`config.mk`:
```
export PLATFORM = sky130hd
export DESIGN_NAME = tcgb_ctrl
export DESIGN_NICKNAME = d
export VERILOG_FILES = /design/src/rtl/tcgb_pkg.sv /design/src/rtl/tcgb_ctrl.sv
export SDC_FILE = /design/constraint.sdc
export NUM_CORES = 1
export LEC_CHECK = 0
export BUFFER_PORTS_ARGS = -buffer_cell sky130_fd_sc_hd__buf_4
export CAP_MARGIN = 15
export CORE_AREA = 2 2 39 41
export CTS_CLUSTER_DIAMETER = 150
export CTS_CLUSTER_SIZE = 25
export DETAILED_ROUTE_END_ITERATION = 8
export DIE_AREA = 0 0 41 43
export PLACE_DENSITY_LB_ADDON = 0.12
export SLEW_MARGIN = 20
export SYNTH_ARGS = -nofsm -noshare
export SYNTH_HDL_FRONTEND = slang
export SYNTH_SLANG_ARGS = --single-unit
export TNS_END_PERCENT = 30
```
`constraint.sdc`:
```
create_clock -name clk -period 1.6 [get_ports clk]
set_input_delay 0.08 -clock clk [delete_from_list [all_inputs] [get_ports clk]]
set_output_delay 0.08 -clock clk [all_outputs]
set_load 0.02 [all_outputs]
```
`src/rtl/tcgb_pkg.sv`:
```
package tcgb_pkg;

	localparam logic [1:0] CMD_PRINT = 2'd0;
	localparam logic [1:0] CMD_SET_CURSOR = 2'd1;
	localparam logic [1:0] CMD_LOAD_FONT = 2'd2;

	localparam logic [1:0] FMT_565 = 2'd0;
	localparam logic [1:0] FMT_5551 = 2'd1;
	localparam logic [1:0] FMT_4444 = 2'd2;
	localparam logic [1:0] FMT_8888 = 2'd3;

	localparam logic [2:0] REG_ENABLE = 3'd0;
	localparam logic [2:0] REG_FG_COLOR = 3'd1;
	localparam logic [2:0] REG_BG_COLOR = 3'd2;
	localparam logic [2:0] REG_PIXEL_FORMAT = 3'd3;
	localparam logic [2:0] REG_LINE_STRIDE = 3'd4;
	localparam logic [2:0] REG_FRAME_BASE = 3'd5;

	localparam logic [7:0] CH_LF = 8'h0A;
	localparam logic [7:0] CH_CR = 8'h0D;
	localparam logic [7:0] CH_FIRST_PRINT = 8'h20;
	localparam logic [7:0] CH_LAST_PRINT = 8'h7E;
	localparam logic [7:0] CH_QMARK = 8'h3F;

	localparam logic [7:0] ROW_MAX = 8'hFF;
	localparam logic [10:0] DEFAULT_STRIDE = 11'd512;
	localparam logic [5:0] PIX_LAST = 6'd63;

	localparam logic [31:0] FG_RESET = 32'hFFFF_FFFF;
	localparam logic [31:0] BG_RESET = 32'hFF1A_1A1A;

	typedef struct packed {
		logic [31:0] fg_color;
		logic [31:0] bg_color;
		logic [1:0] pixel_format;
		logic [10:0] line_stride;
		logic [23:0] frame_base;
	} cfg_t;

	typedef struct packed {
		logic set_cursor;
		logic font_wr;
		logic newline;
		logic start;
		logic mul;
		logic line;
		logic emit;
	} ctl_cmd_t;

	typedef struct packed {
		logic is_nl;
		logic out_free;
		logic pix_last;
	} ctl_sts_t;

	function automatic logic [31:0] to_format(input logic [31:0] w, input logic [1:0] fmt);
		logic [31:0] res;
		case (fmt)
			FMT_565: res = {16'd0, w[23:19], w[15:10], w[7:3]};
			FMT_5551: res = {16'd0, |w[31:24], w[23:19], w[15:11], w[7:3]};
			FMT_4444: res = {16'd0, w[31:28], w[23:20], w[15:12], w[7:4]};
			default: res = w;
		endcase
		return res;
	endfunction

endpackage

```
`src/rtl/tcgb_ctrl.sv`:
```
module tcgb_ctrl (
	input  logic                clk,
	input  logic                arst_n,
	input  logic                in_valid,
	input  logic [1:0]          in_cmd,
	input  logic                enable,
	input  tcgb_pkg::ctl_sts_t  sts,
	output logic                in_ready,
	output tcgb_pkg::ctl_cmd_t  cmd
);

	localparam logic [1:0] ST_IDLE = 2'd0;
	localparam logic [1:0] ST_MUL = 2'd1;
	localparam logic [1:0] ST_LINE = 2'd2;
	localparam logic [1:0] ST_PIX = 2'd3;

	logic [1:0] state_q;
	logic [1:0] state_d;

	assign in_ready = (state_q == ST_IDLE);

	always_comb begin
		state_d = state_q;
		cmd = '0;
		case (state_q)
			ST_IDLE: begin
				if (in_valid) begin
					case (in_cmd)
						tcgb_pkg::CMD_SET_CURSOR: cmd.set_cursor = 1'b1;
						tcgb_pkg::CMD_LOAD_FONT: cmd.font_wr = 1'b1;
						tcgb_pkg::CMD_PRINT: begin
							if (enable) begin
								if (sts.is_nl) begin
									cmd.newline = 1'b1;
								end else begin
									cmd.start = 1'b1;
									state_d = ST_MUL;
								end
							end
						end
						default: ;
					endcase
				end
			end
			ST_MUL: begin
				cmd.mul = 1'b1;
				state_d = ST_LINE;
			end
			ST_LINE: begin
				cmd.line = 1'b1;
				state_d = ST_PIX;
			end
			ST_PIX: begin
				cmd.emit = sts.out_free;
				if (sts.out_free && sts.pix_last) begin
					state_d = ST_IDLE;
				end
			end
			default: state_d = ST_IDLE;
		endcase
	end

	always_ff @(posedge clk or negedge arst_n) begin
		if (!arst_n) begin
			state_q <= ST_IDLE;
		end else begin
			state_q <= state_d;
		end
	end

	a_start_reaches_pix: assert property (@(posedge clk) disable iff (!arst_n)
		cmd.start |=> ##2 (state_q == ST_PIX))
		else $error("print start did not reach pixel state");

	a_emit_only_in_pix: assert property (@(posedge clk) disable iff (!arst_n)
		cmd.emit |-> (!in_ready && sts.out_free))
		else $error("pixel emitted outside pixel state");

endmodule

```
==> impl_metrics.yaml <==
hold_path:
  hold_class: "input pin to asynchronous set/reset pin"
layout:
  fin_cells: 60
  top_register: "state_q"
  largest_reg_flops: 2
  drive_above_1_share: 0.682
  synthToLayoutAreaGrowth_pct: 94.1
  nNetsFinal: 60
  fin_area_sq_um: 454
  top_regs: "state_q: 2 flops"
  fin_util: 0.328
  filler_cell_count: 146
  antenna_cells: 0
clocking:
  cts_tree: "done"
  clk_pin_slew_ps: 30
  clkSinkCount: 2
  numCtsBuffers: 3
  clkLatencyLatePin_ps: 220
  htreeDepth: 1
  cts_max_path_buffers: 2
  cts-root-buf: "clkbuf_4"
grt:
  grt_max_degree: 6
  antenna_found_initial: 0
  track_usage: 0.0813
  grt_pass1_vias: 229
  grt_remaining_overflow: 0
  grt_pass1_wl_microns: 917
floorplanning:
  die_area_sq_um: 1760
  start_util: 0.169
  die_h_microns: 43
  num_rows: 14
  fp.dieW_microns: 41
  ios: 17
  core_area_sq_um: 1380
timing:
  hold_violations: 0
  setup-violations-final: 0
  fmax_ghz: 0.646
  final_max_slew_viol_count: 0
  worst_slack_ps: 52.8
  finalCritPeriodShare: 0.967
  slew_headroom: 0.757
  period_needed_ps: 1550
  skew_ps: 0.917
  rsz0062_at_grt: "true"
  worst_pin_slew_ps: 355
critical_path:
  worstPathRequired_ps: 1520
  crit_type: "register to primary output"
  cp.arrival_ps: 1470
  cp_max_fo: 4
  r2r_slack_ps: 120
  worstSetupStartpointType: "register"
  end_kind: "primary output"
synthesis:
  syn_nets: 36
  synth-seq-area-share: 0.214
  syn_inst: 22
  avgSynthCellArea_sq_um: 10.6
  ys_warn_count: 0
  syn_area_sq_um: 234
  synth_cell_types: 14
  ys_ff_latch: 2
routing:
  vias: 246
  ant_nets: 0
  drt_iter0_markers: 0
  first_pass_iters: 1
  vias_per_cell: 4.10
  drc_errors: 0
  drt-total-wl_microns: 658
  wire_per_inst_microns: 11.0
power:
  leakage_nw: 0.232
  ir_drop_mv: 0.695
  finalPower_uw: 707
  power.density_nw_per_um2: 1560
placed_design:
  portBuffers: 16
  place.gp.congestion: 0.620
  post-place-ws_ps: 84.5
  dp.cells: 54
  placed_cell_area_sq_um: 380
run:
  cap_violations: 0
run_status:
  status: "complete, no violations"
==> cells in the mapped netlist <==
| library cell | number | area share |
|---|---|---|
| a2111oi_0 | 1 | 0.037 |
| a21boi_1 | 1 | 0.032 |
| a21oi_1 | 1 | 0.021 |
| a221o_1 | 1 | 0.043 |
| and2_1 | 1 | 0.027 |
| and2_2 | 1 | 0.032 |
| and3b_1 | 1 | 0.037 |
| and4b_2 | 2 | 0.096 |
| dfrtp_1 | 2 | 0.21 |
| ha_1 | 5 | 0.27 |
| inv_1 | 3 | 0.048 |
| mux2_4 | 1 | 0.064 |
| nor4b_1 | 1 | 0.037 |
| or4b_1 | 1 | 0.043 |
==> kinds of logic (layout without fill, tap and decap cells) <==
kind of cell    Yosys count  in the layout  share of synthesized area
mux                       1              1                     0.0642
compound gates            4              4                      0.134
fa+ha+maj                 5              5                      0.267
flops                     2              2                      0.214
buf+inv                   3             25                     0.0481
simple gates              7              7                      0.273
==> critical path, stage by stage, from the launching register on <==
cell	delay, ps
dfrtp_1	410
inv_2	110
ha_4	150
and3b_2	190
nor4b_4	200
buf_4	180
==> per-stage QoR <==
stage	TNS (ps)	hold WS, ps
final	0	175
after global routing	-25.9	192
after CTS	0	170
after detailed placement	0	-136
after global placement	0	-135
after floorplan	0	-216
==> where the power goes <==
part / switching, mW / internal [mW]
logic: 0.231 / 0.251
registers: 0.0302 / 0.0807
clock network: 0.0305 / 0.0830
total: 0.292 / 0.415
==> final timing paths <==
| path | startpoint | end | cells past startpoint |
|---|---|---|---|
| hold reg to reg | state_q[1] | state_q[1] | 1 |
| min in group clk | in_cmd[1] | state_q[0] | 4 |
| max in group asynchronous | arst_n | state_q[0] | 2 |
| hold / removal | arst_n | state_q[1] | 2 |
| setup reg to reg | state_q[0] | state_q[1] | 4 |
| setup / recovery | state_q[1] | cmd[3] | 5 |
==> placed cells by master (no fill, tap or decap) <==
| cell | Yosys | final |
|---|---|---|
| a2111oi_0 | 1 | 1 |
| a21boi_1 | 1 | 1 |
| a21oi_1 | 1 | 1 |
| a221o_1 | 1 | 1 |
| and2_1 | 1 | 1 |
| and2_2 | 1 | 1 |
| and3b_2 | 0 | 1 |
| and4b_2 | 2 | 2 |
| buf_4 | 0 | 17 |
| buf_6 | 0 | 1 |
| clkbuf_4 | 0 | 3 |
| dfrtp_1 | 2 | 2 |
| dlygate4sd3_1 | 0 | 1 |
| ha_1 | 5 | 4 |
| ha_4 | 0 | 1 |
| inv_1 | 3 | 1 |
| inv_2 | 0 | 2 |
| mux2_4 | 1 | 1 |
| nor4b_4 | 0 | 1 |
| or4b_1 | 1 | 1 |
==> cell type report <==
class | instances | area (sq um) | share of cell area
Sequential cell | 2 | 50.0 | 0.110
Timing Repair Buffer | 19 | 149 | 0.328
Inverter | 3 | 11.3 | 0.0248
Clock buffer | 3 | 22.5 | 0.0496
Tap cell | 16 | 20.0 | 0.0441
Multi-Input combinational cell | 17 | 201 | 0.444
==> per-layer routing <==
metal	vias up	routed length, microns	GRT usage
met1	113	222	0.0836
li1	127	-	-
met2	6	379	0.125
met5	-	0	0
met3	0	56	0.0157
met4	0	0	0.0800
==> repair_timing <==
action,in CTS,in global routing
hold buffers,1,0
setup buffers,0,2
gates resized for setup,5,2
setup endpoints to repair,2,2
hold endpoints to repair,2,0
pin swaps,0,2
Power figures use the tool's default switching activity.
